--- src/hdl/dqs_pkg.sv ---
// Shared constants for the double-ended queue with linear search.
// Holds capacity, derived widths, request codes and status codes; no dependencies.
`default_nettype none

package dqs_pkg;

	// Ring size and derived widths
	localparam int unsigned CAPACITY = 16;
	localparam int unsigned IDX_W    = (CAPACITY > 1) ? $clog2(CAPACITY) : 1;
	localparam int unsigned CNT_W    = $clog2(CAPACITY + 1);

	// Fixed widths of the request and result fields
	localparam int unsigned FUNC_W   = 2;
	localparam int unsigned VALUE_W  = 32;
	localparam int unsigned STATUS_W = 2;
	localparam int unsigned POS_W    = 5;
	localparam int unsigned OCC_W    = 5;

	// Request codes
	typedef enum logic [FUNC_W-1:0] {
		OP_PUSH_FRONT = 2'd0,
		OP_PUSH_REAR  = 2'd1,
		OP_POP_REAR   = 2'd2,
		OP_SEARCH     = 2'd3
	} op_t;

	// Result status codes
	localparam logic [STATUS_W-1:0] ST_OK    = 2'd0;
	localparam logic [STATUS_W-1:0] ST_FULL  = 2'd1;
	localparam logic [STATUS_W-1:0] ST_EMPTY = 2'd2;

endpackage

`default_nettype wire

--- src/hdl/deque_with_search_core.sv ---
// Bounded double-ended queue of signed 32-bit values with a front-to-rear search.
// Depends on dqs_pkg for capacity, widths and codes.
//
// A request is taken when start is high and busy is low. Push front, push rear
// and pop rear need no busy state: the result strobe done rises the cycle
// after the request and busy stays low, so a new request may follow at once.
// A search reads one ring entry per cycle through the store's single read port
// and compares it in the next cycle, walking from the front entry to the rear,
// until it finds a match or has compared the rear entry; busy is high meanwhile.
// Each result is presented for exactly one cycle with done high and must be
// taken then: the block has no way to hold a result back. An empty search or
// pop and a push to a full store report at once with their status.
`default_nettype none

module deque_with_search_core (
	input  wire logic                               clk,
	input  wire logic                               arst_n,
	input  wire logic                               start,
	output logic                                    busy,
	input  wire logic [dqs_pkg::FUNC_W-1:0]         func,
	input  wire logic signed [dqs_pkg::VALUE_W-1:0] value,
	output logic                                    done,
	output logic [dqs_pkg::STATUS_W-1:0]            status,
	output logic                                    found,
	output logic [dqs_pkg::POS_W-1:0]               position,
	output logic [dqs_pkg::OCC_W-1:0]               occupancy
);

	typedef enum logic {
		S_IDLE,
		S_SRCH
	} state_t;

	state_t                                state_q;
	logic [dqs_pkg::IDX_W-1:0]             front_q;
	logic [dqs_pkg::CNT_W-1:0]             count_q;
	logic [dqs_pkg::VALUE_W-1:0]           key_q;
	logic [dqs_pkg::IDX_W-1:0]             rd_off_q;
	logic [dqs_pkg::IDX_W-1:0]             cmp_off_q;
	logic                                  cmp_vld_q;
	logic [dqs_pkg::VALUE_W-1:0]           rdata_q;
	logic                                  done_q;
	logic [dqs_pkg::STATUS_W-1:0]          status_q;
	logic                                  found_q;
	logic [dqs_pkg::POS_W-1:0]             position_q;

	logic [dqs_pkg::VALUE_W-1:0]           mem [dqs_pkg::CAPACITY];

	logic                                  accept;
	dqs_pkg::op_t                          op;
	logic                                  is_full;
	logic                                  is_empty;
	logic [dqs_pkg::IDX_W-1:0]             front_dec;
	logic                                  wr_en;
	logic [dqs_pkg::IDX_W-1:0]             wr_addr;
	logic [dqs_pkg::IDX_W-1:0]             rd_addr;
	logic [dqs_pkg::IDX_W-1:0]             last_off;

	// Map an offset from the front onto a ring slot
	function automatic logic [dqs_pkg::IDX_W-1:0] ring_slot(
		input logic [dqs_pkg::IDX_W-1:0] base,
		input logic [dqs_pkg::IDX_W-1:0] off
	);
		logic [dqs_pkg::IDX_W:0] sum;
		sum = {1'b0, base} + {1'b0, off};
		if (sum >= (dqs_pkg::IDX_W+1)'(dqs_pkg::CAPACITY)) begin
			sum = sum - (dqs_pkg::IDX_W+1)'(dqs_pkg::CAPACITY);
		end
		return sum[dqs_pkg::IDX_W-1:0];
	endfunction

	// Decode the request
	assign accept    = start && (state_q == S_IDLE);
	assign op        = dqs_pkg::op_t'(func);
	assign is_full   = (count_q >= dqs_pkg::CNT_W'(dqs_pkg::CAPACITY));
	assign is_empty  = (count_q == '0);
	assign front_dec = (front_q == '0) ? dqs_pkg::IDX_W'(dqs_pkg::CAPACITY - 1)
	                                   : front_q - 1'b1;
	assign last_off  = dqs_pkg::IDX_W'(count_q - 1'b1);

	// Pick the write slot for a push
	always_comb begin
		wr_en   = 1'b0;
		wr_addr = front_dec;
		if (accept && !is_full) begin
			case (op)
				dqs_pkg::OP_PUSH_FRONT: begin
					wr_en   = 1'b1;
					wr_addr = front_dec;
				end
				dqs_pkg::OP_PUSH_REAR: begin
					wr_en   = 1'b1;
					wr_addr = ring_slot(front_q, count_q[dqs_pkg::IDX_W-1:0]);
				end
				default: begin
					wr_en = 1'b0;
				end
			endcase
		end
	end

	assign rd_addr = ring_slot(front_q, rd_off_q);

	// Element store: one write port, one registered read port
	always_ff @(posedge clk) begin
		if (wr_en) begin
			mem[wr_addr] <= value;
		end
		rdata_q <= mem[rd_addr];
	end

	// Sequencer: queue pointers, search walk and result registers
	always_ff @(posedge clk or negedge arst_n) begin
		if (!arst_n) begin
			state_q    <= S_IDLE;
			front_q    <= '0;
			count_q    <= '0;
			key_q      <= '0;
			rd_off_q   <= '0;
			cmp_off_q  <= '0;
			cmp_vld_q  <= 1'b0;
			done_q     <= 1'b0;
			status_q   <= dqs_pkg::ST_OK;
			found_q    <= 1'b0;
			position_q <= '0;
		end else begin
			done_q <= 1'b0;
			unique case (state_q)
				S_IDLE: begin
					if (accept) begin
						status_q   <= dqs_pkg::ST_OK;
						found_q    <= 1'b0;
						position_q <= '0;
						unique case (op)
							dqs_pkg::OP_PUSH_FRONT: begin
								done_q <= 1'b1;
								if (is_full) begin
									status_q <= dqs_pkg::ST_FULL;
								end else begin
									front_q <= front_dec;
									count_q <= count_q + 1'b1;
								end
							end
							dqs_pkg::OP_PUSH_REAR: begin
								done_q <= 1'b1;
								if (is_full) begin
									status_q <= dqs_pkg::ST_FULL;
								end else begin
									count_q <= count_q + 1'b1;
								end
							end
							dqs_pkg::OP_POP_REAR: begin
								done_q <= 1'b1;
								if (is_empty) begin
									status_q <= dqs_pkg::ST_EMPTY;
								end else begin
									count_q <= count_q - 1'b1;
								end
							end
							dqs_pkg::OP_SEARCH: begin
								if (is_empty) begin
									done_q   <= 1'b1;
									status_q <= dqs_pkg::ST_EMPTY;
								end else begin
									// Start the walk at the front entry
									key_q     <= value;
									rd_off_q  <= '0;
									cmp_vld_q <= 1'b0;
									state_q   <= S_SRCH;
								end
							end
							default: begin
								done_q <= 1'b1;
							end
						endcase
					end
				end
				S_SRCH: begin
					// Advance the read offset and track the entry now in rdata_q
					rd_off_q  <= rd_off_q + 1'b1;
					cmp_off_q <= rd_off_q;
					cmp_vld_q <= 1'b1;
					if (cmp_vld_q) begin
						if (rdata_q == key_q) begin
							found_q    <= 1'b1;
							position_q <= dqs_pkg::POS_W'(cmp_off_q) + 1'b1;
							done_q     <= 1'b1;
							state_q    <= S_IDLE;
						end else if (cmp_off_q == last_off) begin
							done_q  <= 1'b1;
							state_q <= S_IDLE;
						end
					end
				end
				default: begin
					state_q <= S_IDLE;
				end
			endcase
		end
	end

	// Drive the result ports
	assign busy      = (state_q != S_IDLE);
	assign done      = done_q;
	assign status    = status_q;
	assign found     = found_q;
	assign position  = position_q;
	assign occupancy = dqs_pkg::OCC_W'(count_q);

endmodule

`default_nettype wire
--- config.mk ---
export PLATFORM = sky130hd
export DESIGN_NAME = deque_with_search_core
export DESIGN_NICKNAME = d
export VERILOG_FILES = /design/src/hdl/dqs_pkg.sv /design/src/hdl/deque_with_search_core.sv
export SDC_FILE = /design/constraint.sdc
export NUM_CORES = 1
export LEC_CHECK = 0
export ABC_CLOCK_PERIOD_IN_PS = 3300
export BUFFER_PORTS_ARGS = -buffer_cell sky130_fd_sc_hd__clkbuf_2
export CORE_UTILIZATION = 40
export CTS_CLUSTER_DIAMETER = 150
export DETAILED_ROUTE_END_ITERATION = 7
export GPL_TIMING_DRIVEN = 1
export PLACE_DENSITY = 0.63
export SLEW_MARGIN = 20
export SYNTH_ARGS = -nofsm -noshare
export SYNTH_HDL_FRONTEND = slang
export SYNTH_SLANG_ARGS = --single-unit
--- constraint.sdc ---
create_clock -name clk -period 3.3 [get_ports clk]
set_input_delay 0.99 -clock clk [delete_from_list [all_inputs] [get_ports clk]]
set_output_delay 0.99 -clock clk [all_outputs]
set_load 0.01 [all_outputs]
# After elaboration in Yosys (flattened, before gate mapping)

Memories as Yosys holds them, arrays and structs flattened. A register that Yosys moved wholly into a read port is not among the register bits.
Cells that the tools add are included.

Bitwise gates (word level): 3
$add $sub $neg: 9
Magnitude comparators: 3
Muxes and demuxes: 45
Reductions and logical operators: 16
Equality and inequality tests: 12

Operators by type and width:

| operator                                                           | count |
|---|---|
| 32-bit == test                                                     | 1 |
| 4-bit 2-to-1 mux                                                   | 8 |
| 5-bit 2-to-1 mux                                                   | 5 |
| 1-bit 2-to-1 mux                                                   | 22 |
| 5-bit case mux with 2 select lines                                 | 2 |
| 5-bit greater-or-equal comparator, second input constant           | 3 |
| 4-bit by 1-bit subtractor with 4-bit output, second input constant | 3 |
| 4-bit by 4-bit adder with 5-bit output                             | 2 |
| 1-bit case mux with 2 select lines                                 | 5 |
| 2-bit != test, second input constant                               | 4 |
| 4-bit case mux with 2 select lines                                 | 1 |
| 4-bit AND reduction                                                | 2 |
| 2-bit by 1-bit != test with 1-bit output, second input constant    | 3 |
| 3-bit AND reduction                                                | 2 |
| 4-bit by 1-bit adder with 5-bit output, second input constant      | 1 |
| 5-bit by 1-bit adder with 5-bit output, second input constant      | 1 |
| 5-bit logical NOT                                                  | 1 |
| 5-bit AND reduction                                                | 1 |
| 5-bit by 1-bit subtractor with 5-bit output, second input constant | 1 |
| 4-bit by 1-bit adder with 4-bit output, second input constant      | 1 |
| 2-bit == test, second input constant                               | 2 |
| 4-bit == test                                                      | 1 |
| 4-bit logical NOT                                                  | 1 |
| 2-bit case mux with 2 select lines                                 | 1 |
| other kinds (10)                                                   | 14 |

Bits in registers: 60
Output and inout bits: 15
Memories kept: 1
Bits of input ports: 37
Bits in writable memories: 512

Memory list:

| memory | words | width | read ports | clocked after Yosys merged registers in | write ports | line                         | text |
|---|---|---|---|---|---|---|---|
| mem    | 16    | 32    | 1          | 1                                       | 1           | deque_with_search_core.sv:47 | `logic [dqs_pkg::VALUE_W-1:0] mem [dqs_pkg::CAPACITY];` |

# Depth between registers and ports, before layout

Word-level depth: 6
Depth in mapped cells: 9
Mapped depth without buffers: 7

# Worst setup path after synthesis

No wires, ideal clock.

Path kind: input port to flip-flop
Start: in func[1] (netlist bit)
End: mem mem[3][0] (netlist bit), enable pin
Slack: -0.509 ns
Stages: 4
Path buffers: 1
Arrival: 3.388 ns
Data required time: 2.879 ns
Setup time: 0.421 ns
Cell sequence: clkbuf_8 -> or4_4 -> o32a_4 -> nor2_1

Cells in the longest elaborated chain, start to end: 6
Elaborated cells on any way between the ends: 9
Those cells by class: eq/ne (1); mux (6); reduce/logical (2)

RTL lines:

| item                                                                          | line                          | text |
|---|---|---|
| from (decl)                                                                   | deque_with_search_core.sv:20  | `input wire logic [dqs_pkg::FUNC_W-1:0] func,` |
| 2-bit by 1-bit == test with 1-bit output or 2-bit logical NOT (tied branches) | deque_with_search_core.sv:86  | `case (op)` |
| 2-bit OR reduction (no line)                                                  | -                             |  |
| 1-bit 2-to-1 mux                                                              | deque_with_search_core.sv:86  |  |
| 1-bit 2-to-1 mux                                                              | deque_with_search_core.sv:85  | `if (accept && !is_full) begin` |
| 1-bit 2-to-1 mux                                                              | deque_with_search_core.sv:106 | `if (wr_en) begin` |
| 1-bit 2-to-1 mux (implied by the code)                                        | deque_with_search_core.sv:107 | `mem[wr_addr] <= value;` |
| to (decl)                                                                     | deque_with_search_core.sv:47  |  |

Parallel ways exist; a longest one is shown, timed or not.

# Final worst setup path

Start: reg rd_off_q[0] (netlist bit)
End: reg rdata_q[15] (netlist bit) (read register of mem)

Cells in the longest elaborated chain, start to end: 3
Elaborated cells on any way between the ends: 4
Those cells by class: add/sub (2); order compare (1); mux (1)

RTL lines:

| item                                                                                             | line                                                       | text |
|---|---|---|
| from (decl)                                                                                      | deque_with_search_core.sv:38                               | `logic [dqs_pkg::IDX_W-1:0] rd_off_q;` |
| from (signal assigned)                                                                           | deque_with_search_core.sv:180                              | `rd_off_q <= rd_off_q + 1'b1;` |
| 4-bit by 4-bit adder with 5-bit output *                                                         | deque_with_search_core.sv:65                               | `sum = {1'b0, base} + {1'b0, off};` |
| 4-bit by 1-bit subtractor with 4-bit output or 5-bit greater-or-equal comparator (tied branches) | deque_with_search_core.sv:67, deque_with_search_core.sv:66 |  |
| 4-bit 2-to-1 mux *                                                                               | deque_with_search_core.sv:66                               | `if (sum >= (dqs_pkg::IDX_W+1)'(dqs_pkg::CAPACITY)) begin` |
| to (decl)                                                                                        | deque_with_search_core.sv:41                               | `logic [dqs_pkg::VALUE_W-1:0] rdata_q;` |

Every way passes the cells marked *; elsewhere a longest branch is shown, timed or not.
A chain may end at the register's enable or synchronous reset.

==> metrics.csv <==
stage,metric,value,unit
floorplan,Starting Density,40.8,%
worst_setup_path,FF-to-FF setup slack,0.28,ns
worst_setup_path,R2R Path End,rdata_q[15],
worst_setup_path,reg2reg path depth,9,
yosys,Post-synth top flop,edfxtp_1,
timing,"Slew Viols, Final",0,
clock_tree,TritonCTS Buffers,60,
global_routing,first-pass GRT wire length,80300,um
floorplan,DIE AREA,60200,um^2
yosys,Ys Warns,0,
clock_tree,post-CTS setup buffer count,0,
worst_setup_path,Startpoint Class,flop,
yosys,asr flop ratio synth,9.93,%
worst_setup_path,Worst EP arrival,3.51,ns
pwr,PwrDens,1130,nW/um^2
worst_setup_path,CP max stage cell,fa_4,
route,via count,11600,
clock_tree,worst skew pair latency,0.63,ns
place,dpl cell area,25500,um^2
floorplan,core box area,58100,um^2
yosys,multiplexer share of the synthesized area,14.7,%
yosys,Synth area leaders,"edfxtp_1, mux4_2, dfrtp_1",
route,Pre-antenna DRT Iters,5,
yosys,sequential share of the synthesized area,73.9,%
timing,fin crit period,3.02,ns
worst_setup_path,R2R Path Start,rd_off_q[0],
timing,slew at the pin with the worst max-slew slack,1.13,ns
place,gpl congestion,0.798,
yosys,largest family of logic cells by synthesized area,multiplexers,
floorplan,num ports,52,
route,WL/cell,25.0,um
yosys,most common cell in the netlist,edfxtp_1,
place,pre-CTS setup slack,0.197,ns
place,Buffers on Ports,51,
global_routing,"Remaining Overflow, GRT",0,
yosys,Synth top cells by count,"edfxtp_1, mux4_2, nand2_1, dfrtp_1, xnor2_1",
yosys,Compound-Gate Fraction of Synth Area,2.95,%
yosys,"EDFF count, synth",512,
yosys,Yosys cell types,57,
yosys,XOR/XNOR share of the synthesized area,2.06,%
route,DRC,0,
timing,fmax,0.332,GHz
worst_setup_path,critical path's largest stage delay,0.86,ns
timing,Final period util,91.4,%
timing,relative slew slack,24.1,%
outcome,status,finished clean,
worst_setup_path,CP Cell Sequence,ha_4 > inv_1 > fa_4 > buf_12 > mux4_2 > and2_1 > a211oi_1 > buf_4 > a31oi_1,
clock_tree,Sink Count,604,
worst_setup_path,crit path capture type,flop,
timing,Setup Viol. Count Final,0,
timing,Hold Fails Final Rpt,0,
place,hpwl dp,32600,um
yosys,syn nets,1239,
yosys,cell area after synthesis,23700,um^2
finish,Fill cells,4801,
route,routed vias/inst,5.45,
yosys,"flops & latches, synth",604,
finish,fin area,27500,um^2
finish,area added between synthesis and finish,16.2,%
clock_tree,CTS max path bufs,3,
worst_setup_path,critical path type,reg -> reg,
worst_setup_path,crit path max fanout,29,
floorplan,die width,245,um
timing,final setup margin,0.284,ns
route,first-iteration detailed-routing DRC count,833,
clock_tree,post-cts gate resize count,0,
pwr,total power,31.2,mW
floorplan,Die Ht,245,um
finish,Multi-input gate area,5930,um^2
timing,clk_skew,0.0229,ns
job,Max Cap Viol,0,
global_routing,All-Layer GR Usage,18.2,%
route,antenna-violating nets left,0,
yosys,post-synthesis adder-cell area fraction,0.803,%
finish,fraction of layout cells with a size suffix above 1,29.8,%
yosys,Mapped Avg Cell Area,19.9,um^2
global_routing,initial antenna violation count,1,
timing,hold slack,0.465,ns
finish,Final Util,47.4,%
yosys,cells after synthesis,1188,
clock_tree,CTS tree,yes,
clock_tree,Root Buffer,clkbuf_16,
clock_tree,H-Tree Depth,2,
timing,unrepaired setup endpoints after global routing,no,
global_routing,vias in the first global route,12200,
worst_setup_path,required time worst endpoint,3.79,ns
route,Detailed Route WL,53300,um
pwr,Leakage,9.17,nW
yosys,Synth top area share,64.9,%
clock_tree,cts hold-fix bufs,0,
finish,register area,17500,um^2
clock_tree,clock-pin slew on the worst setup and hold paths,0.06,ns
yosys,simple-gate share of the synthesized area,3.81,%
finish,nets@finish,1363,
min_path,Worst Hold Class,in -> async,
global_routing,largest net degree at the start of global routing,65,
yosys,"area leader, netlist",edfxtp_1,
pwr,peak supply drop,1.10,mV
floorplan,# rows,88,
[worst max path at each step]
stage                start           to  slack, ns  depth (start not counted)
2_1_floorplan      func[1]    mem[3][0]      -0.51                          4
3_3_place_gp         start    mem[5][7]       0.22                          7
3_5_place_dp         start    mem[5][7]       0.20                          7
4_1_cts        rd_off_q[0]  rdata_q[15]       0.24                          9
5_1_grt        rd_off_q[0]  rdata_q[15]       0.19                          9
6_report       rd_off_q[0]  rdata_q[15]       0.28                          9
[metrics by stage]
stage          cells  TNS, ns
6_report        2130        0
4_1_cts         2129        0
5_1_grt         2130        0
3_3_place_gp    2015        0
3_5_place_dp    2015        0
2_1_floorplan   1188  -131.56
[metal layers]
metal  share of wire, %  vias up  track usage (%)
li1                   -     5022                -
met1                 44     6219             25.2
met2                 50      294             30.1
met3                4.7       72             2.59
met4                1.8        0             4.86
met5                  0        -                0
[flip-flops by register name, summed over array words and instances, names as in the netlist]
register / cells
cmp_vld_q: 1
busy: 1
found: 1
position: 5
occupancy: 5
rd_off_q: 4
status: 2
key_q: 32
cmp_off_q: 4
front_q: 4
rdata_q: 32
mem: 512
done: 1
[power breakdown]
| group | switching (mW) | total, mW | internal [mW] |
|---|---|---|---|
| Clock | 2.89 | 6.94 | 4.05 |
| Sequential | 0.523 | 9.64 | 9.12 |
| Combinational | 7.93 | 14.6 | 6.64 |
[cells in the final DEF, fill, tap and decap left out, types with 6 or more instances in the layout]
cell type | synthesis | routed
nor2_4 | 0 | 16
clkbuf_2 | 0 | 50
a21oi_1 | 9 | 9
edfxtp_1 | 512 | 512
ha_1 | 12 | 11
clkbuf_16 | 0 | 61
and2_1 | 32 | 32
inv_1 | 9 | 9
buf_4 | 2 | 47
clkbuf_1 | 20 | 14
xor2_1 | 14 | 13
clkinv_2 | 0 | 11
dfxtp_1 | 32 | 32
a31oi_1 | 32 | 32
buf_12 | 3 | 24
mux4_2 | 128 | 128
mux2i_1 | 6 | 6
mux2_4 | 28 | 28
dfrtp_1 | 60 | 60
bufinv_16 | 0 | 8
nand4_1 | 8 | 8
mux2_2 | 10 | 10
a211oi_1 | 32 | 32
nand2_1 | 81 | 81
xnor2_1 | 40 | 39
nor2_1 | 29 | 13
clkinv_1 | 0 | 10
[final cells by class]
class / count / area share (%)
sequential: 604 / 63.6
multi-input combinational: 516 / 21.5
clock buffer: 76 / 5.78
timing repair buffer: 121 / 3.93
tap: 765 / 3.48
clock inverter: 38 / 1.52
inverter: 9 / 0.123
antenna: 1 / 0.00909
[critical path, delay by kind of cell, from the launching register on]
family | cells | cell delay (ns)
AO/OA/AOI/OAI | 2 | 0.35
buffers and inverters | 3 | 0.47
AND/OR/NAND/NOR | 1 | 0.17
flip-flops | 1 | 0.48
multiplexers | 1 | 0.35
adder cells (fa/ha/maj) | 2 | 1.04
[cells by family after synthesis]
logic type	Yosys count
flops	604
simple gates	177
mux	172
compound gates	98
buf+inv	68
xor+xnor	55
fa+ha+maj	14
Note: power is estimated with default switching activity, not from simulation.
